--- src/sv/nir_pkg.sv ---
// shared types and constants for the nec ir frame decoder
package nir_pkg;

	localparam int unsigned TICK_W     = 15;
	localparam int unsigned WORD_W     = 16;
	localparam int unsigned SHIFT_W    = 2 * WORD_W;
	localparam int unsigned POS_W      = $clog2(SHIFT_W);
	localparam int unsigned COUNT_W    = 6;
	localparam int unsigned STATUS_W   = 3;
	localparam int unsigned NUM_REGS   = 8;
	localparam int unsigned REG_IDX_W  = $clog2(NUM_REGS);
	localparam int unsigned QUEUE_DEPTH = 2;
	localparam int unsigned QPTR_W     = $clog2(QUEUE_DEPTH);
	localparam int unsigned QCNT_W     = $clog2(QUEUE_DEPTH + 1);

	localparam logic [COUNT_W-1:0] FRAME_SYMBOLS  = COUNT_W'(34);
	localparam logic [COUNT_W-1:0] REPEAT_SYMBOLS = COUNT_W'(2);
	localparam logic [COUNT_W-1:0] COUNT_CAP      = COUNT_W'(35);
	localparam logic [COUNT_W-1:0] LAST_DATA_IDX  = COUNT_W'(SHIFT_W);

	localparam logic [STATUS_W-1:0] ST_FRAME_OK   = STATUS_W'(0);
	localparam logic [STATUS_W-1:0] ST_REPEAT_OK  = STATUS_W'(1);
	localparam logic [STATUS_W-1:0] ST_FRAME_BAD  = STATUS_W'(2);
	localparam logic [STATUS_W-1:0] ST_REPEAT_BAD = STATUS_W'(3);
	localparam logic [STATUS_W-1:0] ST_WRONG_LEN  = STATUS_W'(4);

	localparam logic [REG_IDX_W-1:0] REG_MARGIN       = REG_IDX_W'(0);
	localparam logic [REG_IDX_W-1:0] REG_LEADER_MARK  = REG_IDX_W'(1);
	localparam logic [REG_IDX_W-1:0] REG_LEADER_SPACE = REG_IDX_W'(2);
	localparam logic [REG_IDX_W-1:0] REG_BIT_MARK     = REG_IDX_W'(3);
	localparam logic [REG_IDX_W-1:0] REG_ZERO_SPACE   = REG_IDX_W'(4);
	localparam logic [REG_IDX_W-1:0] REG_ONE_SPACE    = REG_IDX_W'(5);
	localparam logic [REG_IDX_W-1:0] REG_REPEAT_MARK  = REG_IDX_W'(6);
	localparam logic [REG_IDX_W-1:0] REG_REPEAT_SPACE = REG_IDX_W'(7);

	localparam logic [TICK_W-1:0] RST_MARGIN       = TICK_W'(200);
	localparam logic [TICK_W-1:0] RST_LEADER_MARK  = TICK_W'(9000);
	localparam logic [TICK_W-1:0] RST_LEADER_SPACE = TICK_W'(4500);
	localparam logic [TICK_W-1:0] RST_BIT_MARK     = TICK_W'(560);
	localparam logic [TICK_W-1:0] RST_ZERO_SPACE   = TICK_W'(560);
	localparam logic [TICK_W-1:0] RST_ONE_SPACE    = TICK_W'(1690);
	localparam logic [TICK_W-1:0] RST_REPEAT_MARK  = TICK_W'(9000);
	localparam logic [TICK_W-1:0] RST_REPEAT_SPACE = TICK_W'(2250);

	typedef struct packed {
		logic [TICK_W-1:0] mark_ticks;
		logic [TICK_W-1:0] space_ticks;
		logic              end_of_frame;
	} sym_t;

	typedef struct packed {
		logic [STATUS_W-1:0] status;
		logic [WORD_W-1:0]   address_word;
		logic [WORD_W-1:0]   command_word;
	} res_t;

	typedef struct packed {
		logic leader_ok;
		logic repeat_ok;
		logic zero_ok;
		logic one_ok;
		logic end_of_frame;
	} cls_t;

endpackage

--- src/sv/nir_front.sv ---
// front end: timing registers and window classification of each symbol
module nir_front (
	input  logic                                     clk,
	input  logic                                     arst_n,
	input  logic                                     cfg_write,
	input  logic [nir_pkg::REG_IDX_W-1:0]            cfg_index,
	input  logic [nir_pkg::TICK_W-1:0]               cfg_data,
	input  nir_pkg::sym_t                            sym,
	output nir_pkg::cls_t                            cls
);

	logic [nir_pkg::TICK_W-1:0] margin_q;
	logic [nir_pkg::TICK_W-1:0] leader_mark_q;
	logic [nir_pkg::TICK_W-1:0] leader_space_q;
	logic [nir_pkg::TICK_W-1:0] bit_mark_q;
	logic [nir_pkg::TICK_W-1:0] zero_space_q;
	logic [nir_pkg::TICK_W-1:0] one_space_q;
	logic [nir_pkg::TICK_W-1:0] repeat_mark_q;
	logic [nir_pkg::TICK_W-1:0] repeat_space_q;

	function automatic logic in_window(
		input logic [nir_pkg::TICK_W-1:0] d,
		input logic [nir_pkg::TICK_W-1:0] e,
		input logic [nir_pkg::TICK_W-1:0] m
	);
		logic [nir_pkg::TICK_W-1:0] lo;
		logic [nir_pkg::TICK_W:0]   hi;
		lo = (e > m) ? (e - m) : '0;
		hi = {1'b0, e} + {1'b0, m};
		return (d > lo) && ({1'b0, d} < hi);
	endfunction

	always_ff @(posedge clk or negedge arst_n) begin
		if (!arst_n) begin
			margin_q       <= nir_pkg::RST_MARGIN;
			leader_mark_q  <= nir_pkg::RST_LEADER_MARK;
			leader_space_q <= nir_pkg::RST_LEADER_SPACE;
			bit_mark_q     <= nir_pkg::RST_BIT_MARK;
			zero_space_q   <= nir_pkg::RST_ZERO_SPACE;
			one_space_q    <= nir_pkg::RST_ONE_SPACE;
			repeat_mark_q  <= nir_pkg::RST_REPEAT_MARK;
			repeat_space_q <= nir_pkg::RST_REPEAT_SPACE;
		end else if (cfg_write) begin
			case (cfg_index)
				nir_pkg::REG_MARGIN:       margin_q       <= cfg_data;
				nir_pkg::REG_LEADER_MARK:  leader_mark_q  <= cfg_data;
				nir_pkg::REG_LEADER_SPACE: leader_space_q <= cfg_data;
				nir_pkg::REG_BIT_MARK:     bit_mark_q     <= cfg_data;
				nir_pkg::REG_ZERO_SPACE:   zero_space_q   <= cfg_data;
				nir_pkg::REG_ONE_SPACE:    one_space_q    <= cfg_data;
				nir_pkg::REG_REPEAT_MARK:  repeat_mark_q  <= cfg_data;
				nir_pkg::REG_REPEAT_SPACE: repeat_space_q <= cfg_data;
				default: ;
			endcase
		end
	end

	logic bit_mark_ok;

	always_comb begin
		bit_mark_ok      = in_window(sym.mark_ticks, bit_mark_q, margin_q);
		cls.leader_ok    = in_window(sym.mark_ticks, leader_mark_q, margin_q)
			&& in_window(sym.space_ticks, leader_space_q, margin_q);
		cls.repeat_ok    = in_window(sym.mark_ticks, repeat_mark_q, margin_q)
			&& in_window(sym.space_ticks, repeat_space_q, margin_q);
		cls.zero_ok      = bit_mark_ok && in_window(sym.space_ticks, zero_space_q, margin_q);
		cls.one_ok       = bit_mark_ok && in_window(sym.space_ticks, one_space_q, margin_q);
		cls.end_of_frame = sym.end_of_frame;
	end

endmodule

--- src/sv/nir_queue.sv ---
// short queue of classified symbols between front and back
module nir_queue (
	input  logic          clk,
	input  logic          arst_n,
	input  logic          wr_en,
	input  nir_pkg::cls_t wr_data,
	output logic          full,
	input  logic          rd_en,
	output logic          rd_valid,
	output nir_pkg::cls_t rd_data
);

	nir_pkg::cls_t                     mem_q [nir_pkg::QUEUE_DEPTH];
	logic [nir_pkg::QPTR_W-1:0]        wr_ptr_q;
	logic [nir_pkg::QPTR_W-1:0]        rd_ptr_q;
	logic [nir_pkg::QCNT_W-1:0]        count_q;

	localparam logic [nir_pkg::QPTR_W-1:0] LAST_PTR = nir_pkg::QPTR_W'(nir_pkg::QUEUE_DEPTH - 1);
	localparam logic [nir_pkg::QCNT_W-1:0] DEPTH_CNT = nir_pkg::QCNT_W'(nir_pkg::QUEUE_DEPTH);

	assign full     = (count_q == DEPTH_CNT);
	assign rd_valid = (count_q != '0);
	assign rd_data  = mem_q[rd_ptr_q];

	always_ff @(posedge clk) begin
		if (wr_en) begin
			mem_q[wr_ptr_q] <= wr_data;
		end
	end

	always_ff @(posedge clk or negedge arst_n) begin
		if (!arst_n) begin
			wr_ptr_q <= '0;
			rd_ptr_q <= '0;
			count_q  <= '0;
		end else begin
			if (wr_en) begin
				wr_ptr_q <= (wr_ptr_q == LAST_PTR) ? '0 : wr_ptr_q + 1'b1;
			end
			if (rd_en) begin
				rd_ptr_q <= (rd_ptr_q == LAST_PTR) ? '0 : rd_ptr_q + 1'b1;
			end
			case ({wr_en, rd_en})
				2'b10:   count_q <= count_q + 1'b1;
				2'b01:   count_q <= count_q - 1'b1;
				default: count_q <= count_q;
			endcase
		end
	end

endmodule

--- src/sv/nir_back.sv ---
// back end: symbol counting, bit assembly, frame verdict and result register
module nir_back (
	input  logic          clk,
	input  logic          arst_n,
	input  logic          q_valid,
	input  nir_pkg::cls_t q_data,
	output logic          q_take,
	output logic          res_valid,
	input  logic          res_ready,
	output nir_pkg::res_t res
);

	logic [nir_pkg::COUNT_W-1:0] count_q;
	logic [nir_pkg::SHIFT_W-1:0] shift_q;
	logic                        frame_good_q;
	logic                        repeat_good_q;
	logic [nir_pkg::WORD_W-1:0]  last_addr_q;
	logic [nir_pkg::WORD_W-1:0]  last_cmd_q;
	logic                        res_valid_q;
	nir_pkg::res_t               res_q;

	logic [nir_pkg::COUNT_W-1:0] count_n;
	logic [nir_pkg::SHIFT_W-1:0] shift_n;
	logic                        frame_good_n;
	logic                        repeat_good_n;
	logic [nir_pkg::COUNT_W-1:0] pos_full;
	logic [nir_pkg::POS_W-1:0]   pos;
	logic [nir_pkg::WORD_W-1:0]  addr_n;
	logic [nir_pkg::WORD_W-1:0]  cmd_n;
	logic [nir_pkg::STATUS_W-1:0] status_n;

	assign q_take    = q_valid && (!q_data.end_of_frame || !res_valid_q || res_ready);
	assign res_valid = res_valid_q;
	assign res       = res_q;

	always_comb begin
		pos_full      = count_q - 1'b1;
		pos           = pos_full[nir_pkg::POS_W-1:0];
		shift_n       = shift_q;
		frame_good_n  = frame_good_q;
		repeat_good_n = repeat_good_q;
		if (count_q == '0) begin
			frame_good_n  = q_data.leader_ok;
			repeat_good_n = q_data.repeat_ok;
		end else if (count_q <= nir_pkg::LAST_DATA_IDX) begin
			if (q_data.zero_ok) begin
				shift_n = shift_q;
			end else if (q_data.one_ok) begin
				shift_n = shift_q | (nir_pkg::SHIFT_W'(1) << pos);
			end else begin
				frame_good_n = 1'b0;
			end
		end
		count_n  = (count_q < nir_pkg::COUNT_CAP) ? count_q + 1'b1 : count_q;
		addr_n   = last_addr_q;
		cmd_n    = last_cmd_q;
		status_n = nir_pkg::ST_WRONG_LEN;
		if (count_n == nir_pkg::FRAME_SYMBOLS) begin
			if (frame_good_n) begin
				addr_n   = shift_n[nir_pkg::WORD_W-1:0];
				cmd_n    = shift_n[nir_pkg::SHIFT_W-1:nir_pkg::WORD_W];
				status_n = nir_pkg::ST_FRAME_OK;
			end else begin
				status_n = nir_pkg::ST_FRAME_BAD;
			end
		end else if (count_n == nir_pkg::REPEAT_SYMBOLS) begin
			status_n = repeat_good_n ? nir_pkg::ST_REPEAT_OK : nir_pkg::ST_REPEAT_BAD;
		end
	end

	always_ff @(posedge clk or negedge arst_n) begin
		if (!arst_n) begin
			count_q       <= '0;
			shift_q       <= '0;
			frame_good_q  <= 1'b1;
			repeat_good_q <= 1'b0;
			last_addr_q   <= '0;
			last_cmd_q    <= '0;
			res_valid_q   <= 1'b0;
		end else begin
			if (q_take && q_data.end_of_frame) begin
				res_valid_q <= 1'b1;
			end else if (res_ready) begin
				res_valid_q <= 1'b0;
			end
			if (q_take) begin
				if (q_data.end_of_frame) begin
					count_q       <= '0;
					shift_q       <= '0;
					frame_good_q  <= 1'b1;
					repeat_good_q <= 1'b0;
					last_addr_q   <= addr_n;
					last_cmd_q    <= cmd_n;
				end else begin
					count_q       <= count_n;
					shift_q       <= shift_n;
					frame_good_q  <= frame_good_n;
					repeat_good_q <= repeat_good_n;
				end
			end
		end
	end

	always_ff @(posedge clk) begin
		if (q_take && q_data.end_of_frame) begin
			res_q.status       <= status_n;
			res_q.address_word <= addr_n;
			res_q.command_word <= cmd_n;
		end
	end

endmodule

--- src/sv/nir_top_unused_placeholder.sv ---
// classified-symbol write path: gates front-end output into the queue
module nir_feed (
	input  logic          sym_valid,
	input  logic          q_full,
	input  nir_pkg::cls_t cls,
	output logic          sym_ready,
	output logic          wr_en,
	output nir_pkg::cls_t wr_data
);

	always_comb begin
		sym_ready = !q_full;
		wr_en     = sym_valid && !q_full;
		wr_data   = cls;
	end

endmodule

--- src/sv/nec_ir_frame_decoder_unit.sv ---
// nec ir frame decoder top level
// Takes one IR symbol (mark ticks, space ticks, end-of-frame flag) per transaction and gives
// one status transaction per frame: a 34-symbol frame is checked as leader plus 32 data bits
// (LSB first, address word then command word, stored when good), a 2-symbol frame as a repeat
// code, anything else reports wrong length; every result carries the stored words. A symbol
// is taken every cycle while the queue is not full: the front end classifies it against all
// timing windows in the cycle it arrives and writes it into a two-entry queue, the back end
// retires one queued symbol per cycle unless stalled and loads the output register when it
// takes the last symbol of a frame, so a result is valid the cycle after. A result still held
// at the next frame end stalls the back end and the queue then fills. The user must write timing
// registers through cfg_write/cfg_index/cfg_data only while no frame is in flight; not enforced.
module nec_ir_frame_decoder_unit (
	input  logic                          clk,
	input  logic                          arst_n,
	input  logic                          cfg_write,
	input  logic [nir_pkg::REG_IDX_W-1:0] cfg_index,
	input  logic [nir_pkg::TICK_W-1:0]    cfg_data,
	input  logic                          sym_valid,
	output logic                          sym_ready,
	input  nir_pkg::sym_t                 sym,
	output logic                          res_valid,
	input  logic                          res_ready,
	output nir_pkg::res_t                 res
);

	nir_pkg::cls_t cls;
	nir_pkg::cls_t wr_data;
	nir_pkg::cls_t rd_data;
	logic          wr_en;
	logic          q_full;
	logic          rd_valid;
	logic          rd_en;

	nir_front u_front (
		.clk       (clk),
		.arst_n    (arst_n),
		.cfg_write (cfg_write),
		.cfg_index (cfg_index),
		.cfg_data  (cfg_data),
		.sym       (sym),
		.cls       (cls)
	);

	nir_feed u_feed (
		.sym_valid (sym_valid),
		.q_full    (q_full),
		.cls       (cls),
		.sym_ready (sym_ready),
		.wr_en     (wr_en),
		.wr_data   (wr_data)
	);

	nir_queue u_queue (
		.clk      (clk),
		.arst_n   (arst_n),
		.wr_en    (wr_en),
		.wr_data  (wr_data),
		.full     (q_full),
		.rd_en    (rd_en),
		.rd_valid (rd_valid),
		.rd_data  (rd_data)
	);

	nir_back u_back (
		.clk       (clk),
		.arst_n    (arst_n),
		.q_valid   (rd_valid),
		.q_data    (rd_data),
		.q_take    (rd_en),
		.res_valid (res_valid),
		.res_ready (res_ready),
		.res       (res)
	);

endmodule
--- config.mk ---
export PLATFORM = sky130hd
export DESIGN_NAME = nec_ir_frame_decoder_unit
export DESIGN_NICKNAME = d
export VERILOG_FILES = /design/src/sv/nir_pkg.sv /design/src/sv/nir_front.sv /design/src/sv/nir_queue.sv /design/src/sv/nir_back.sv /design/src/sv/nir_top_unused_placeholder.sv /design/src/sv/nec_ir_frame_decoder_unit.sv
export SDC_FILE = /design/constraint.sdc
export NUM_CORES = 1
export LEC_CHECK = 0
export BUFFER_PORTS_ARGS = -buffer_cell sky130_fd_sc_hd__buf_2
export CAP_MARGIN = 40
export CORE_MARGIN = 5
export CORE_UTILIZATION = 30
export CTS_CLUSTER_DIAMETER = 150
export DETAILED_ROUTE_END_ITERATION = 12
export GPL_ROUTABILITY_DRIVEN = 0
export PLACE_DENSITY_LB_ADDON = 0.1
export SYNTH_ARGS = -nofsm -noshare
export SYNTH_HDL_FRONTEND = slang
export SYNTH_SLANG_ARGS = --single-unit
--- constraint.sdc ---
create_clock -name clk -period 14.5 [get_ports clk]
set_input_delay 0.725 -clock clk [delete_from_list [all_inputs] [get_ports clk]]
set_output_delay 0.725 -clock clk [all_outputs]
set_load 0.02 [all_outputs]
==> impl_metrics.sql <==
INSERT INTO impl_metrics (metric_group, metric, value, unit) VALUES
('synth', 'synth_fp_nets', '3266', ''),
('synth', 'yosysSeqAreaShare', '26.0', '%'),
('clock_tree', 'clk-insertion-delay-late', '570', 'ps'),
('synth', 'postSynthAreaPerCell', '8.77', 'um2'),
('timing', 'final_skew', '29.0', 'ps'),
('clock_tree', 'clock_tree.htree_level_count', '2', ''),
('synth', 'syn_area', '0.0243', 'mm2'),
('worst_setup_path', 'cp_startpoint_kind', 'flop', ''),
('timing', 'hold_violations', '0', ''),
('clock_tree', 'numCtsBuffers', '34', ''),
('cells_and_area', 'post-route-util', '33.7', '%'),
('routing', 'vias', '21351', ''),
('floorplan', 'fp.coreArea', '0.0804', 'mm2'),
('synth', 'synth-seq-cells', '242', ''),
('worst_setup_path', 'path_buf_inv', '1', ''),
('worst_setup_path', 'timing.critical_path.from', 'u_front.margin_q[6]$_DFFE_PN1P_', ''),
('clock_tree', 'cts_hold_buf', '0', ''),
('timing', 'relSlewSlack', '36.6', '%'),
('worst_setup_path', 'timing.critical_path.fanout_max', '13', ''),
('placed_design', 'post-dp-hpwl', '72600', 'um'),
('worst_setup_path', 'required', '14750', 'ps'),
('routing', 'post_drt_via_cell_ratio', '5.46', ''),
('power', 'peak_supply_drop', '77.6', 'uV'),
('routing', 'first_iter_violations', '1614', ''),
('clock_tree', 'clk_path_buf_depth', '3', ''),
('global_route', 'globalRouteTotalUtil', '20.9', '%'),
('synth', 'synth_top_area_share', '21.9', '%'),
('floorplan', 'ios', '91', ''),
('worst_setup_path', 'timing.setup.critical_path_class', 'flop to flop', ''),
('worst_setup_path', 'critical_path.top_delay_family', 'compound AO/OA/AOI/OAI gates', ''),
('timing', 'post-route-period-util', '41.6', '%'),
('worst_setup_path', 'crit_chain', 'inv_1 > ha_1 > nor2_1 > nor2_1 > nand2_1 > o311a_1 > nor2_1 > nand3b_1 > ha_1 > nand4_1 > nor3_1 > o21ai_0 > a21oi_1 > o21ai_0 > a2111oi_0', ''),
('synth', 'top_ff_cell_synth', 'sky130_fd_sc_hd__dfrtp_1', ''),
('timing', 'worst_hold_slack', '117', 'ps'),
('worst_setup_path', 'worst_setup_path_end_kind', 'flop', ''),
('synth', 'synth-edff-count', '45', ''),
('power', 'powerDensity', '196', 'mW/mm2'),
('floorplan', 'floorplan.die.height', '295', 'um'),
('global_route', 'globalRoute.totalOverflow', '0', ''),
('worst_setup_path', 'timing.critical_path.arrival', '6280', 'ps'),
('floorplan', 'design.die.area', '0.0869', 'mm2'),
('timing', 'fin_crit', '6030', 'ps'),
('worst_setup_path', 'critical-path-slowest-cell', 'sky130_fd_sc_hd__dfstp_2', ''),
('global_route', 'grt_first_pass_wirelength', '137000', 'um'),
('cells_and_area', 'areaGrowthSynthToFinish', '11.6', '%'),
('cells_and_area', 'layout.area.seq', '0.00633', 'mm2'),
('routing', 'number_of_search_and_repair_iterations_in_the_first_detailed_routing_pass', '5', ''),
('synth', 'synthesis.instances', '2772', ''),
('floorplan', 'initial_utilization', '30.2', '%'),
('routing', 'drt_drc_violations_left', '0', ''),
('timing', 'setup_tns', '0', 'ps'),
('cells_and_area', 'nFillCells', '8406', ''),
('synth', 'yosysMostFrequentCell', 'sky130_fd_sc_hd__ha_1', ''),
('clock_tree', 'number_of_resized_instances_in_the_post_cts_repair_step', '0', ''),
('floorplan', 'die_x', '295', 'um'),
('status', 'status', 'completed', ''),
('clock_tree', 'root_buffer', 'sky130_fd_sc_hd__clkbuf_16', ''),
('timing', 'fmax', '166', 'MHz'),
('synth', 'yosys-top-cells-count', 'sky130_fd_sc_hd__ha_1, sky130_fd_sc_hd__nor2_1, sky130_fd_sc_hd__a21oi_1', ''),
('clock_tree', 'clk_pin_slew_worst_paths', '60', 'ps'),
('clock_tree', 'postCtsSetupRepairBufs', '0', ''),
('worst_setup_path', 'dominant_cell_type_by_count_on_the_critical_path', 'sky130_fd_sc_hd__nor2_1', ''),
('worst_setup_path', 'worst_r2r_startpoint', 'u_front.margin_q[6]$_DFFE_PN1P_', ''),
('clock_tree', 'clock_sink_count', '242', ''),
('worst_setup_path', 'r2r_slack', '8470', 'ps'),
('cells_and_area', 'multi_input_combinational_cell_area', '0.0170', 'mm2'),
('hold_path', 'timing.hold.worst.class', 'primary input to async pin', ''),
('global_route', 'grt_start_max_net_pins', '74', ''),
('synth', 'synth_top_area_cell', 'sky130_fd_sc_hd__ha_1', ''),
('synth', 'synth_warnings', '0', ''),
('cells_and_area', 'finalNetCount', '3315', '');
## power by group
group / leakage, nW / internal, W / switching, W
clock network: 0.556 / 0.000506 / 0.000347
logic: 8.33 / 0.00133 / 0.00208
registers: 2.89 / 0.000896 / 0.000155
## layer usage
metal / GRT usage (%) / routed length (um) / vias to the layer above
li1: - / - / 10177
met1: 27.5 / 41700 / 10428
met2: 36.3 / 44900 / 601
met3: 1.93 / 3820 / 145
met4: 6.72 / 3530 / 0
met5: 0 / 0 / -
## how the worst max path moves through the flow
stage / end / slack, ps
floorplan: u_queue.mem_q[0][3]$_DFFE_PP_ / 9930
global placement: u_queue.mem_q[0][4]$_DFFE_PP_ / 8420
detailed placement: u_queue.mem_q[0][1]$_DFFE_PP_ / 8680
CTS: u_queue.mem_q[0][1]$_DFFE_PP_ / 8660
global route: u_queue.mem_q[0][1]$_DFFE_PP_ / 8240
finish: u_queue.mem_q[0][1]$_DFFE_PP_ / 8470
## cells in the final DEF, fill, tap and decap left out, drive strengths merged, types with 103 or more instances in the layout
cell type | Yosys | final
ha | 426 | 426
nor2 | 292 | 292
a21oi | 268 | 268
dfrtp | 161 | 161
o21ai | 154 | 154
nand2 | 145 | 145
inv | 131 | 132
buf | 19 | 127
xnor2 | 119 | 119
mux2 | 103 | 103
## metrics by stage
step / cells / power (W) / instance area (um2)
finish: 3909 / 0.00531 / 27100
global route: 3907 / 0.00574 / 27100
CTS: 3907 / 0.00533 / 27100
detailed placement: 3845 / 0.00444 / 26000
global placement: 3833 / 0.00439 / 25800
floorplan: 2772 / 0.00337 / 24300
## cell type report
type,instances,share of cell area (%)
Timing Repair Buffer,127,2.91
Antenna cell,2,0.0184
Multi-Input combinational cell,2283,62.8
Tap cell,1060,4.89
Inverter,133,1.84
Clock buffer,47,3.54
Sequential cell,242,23.3
Clock inverter,15,0.678
## flip-flops by register name (all words and copies together) (netlist names)
signal / cells
u_back.count_q: 6
u_back.frame_good_q: 1
u_back.last_addr_q: 16
u_back.last_cmd_q: 16
u_back.repeat_good_q: 1
u_back.res: 35
u_back.res_valid: 1
u_back.shift_q: 32
u_front.bit_mark_q: 15
u_front.leader_mark_q: 15
u_front.leader_space_q: 15
u_front.margin_q: 15
u_front.one_space_q: 15
u_front.repeat_mark_q: 15
u_front.repeat_space_q: 15
u_front.zero_space_q: 15
u_queue.count_q: 2
u_queue.mem_q: 10
u_queue.rd_ptr_q: 1
u_queue.wr_ptr_q: 1
## cells by family (layout without fill, tap and decap cells)
logic type      count (synthesis)  after routing  share of synthesized area, %
mux                           111            111                          5.10
other cells                     0              2                             0
flops                         242            242                          26.0
fa+ha+maj                     441            441                          23.1
compound gates                745            745                          19.4
simple gates                  840            840                          17.0
xor+xnor                      146            146                          5.26
buf+inv                       247            322                          4.08
## worst register-to-register path: cells and delay by family, from the launching register on
kind / cells / cell delay (ps)
flops: 1 / 760
fa+ha+maj: 2 / 1000
simple gates: 7 / 1740
compound gates: 5 / 1800
buf+inv: 1 / 430
Note: power is estimated with default switching activity, not from simulation.
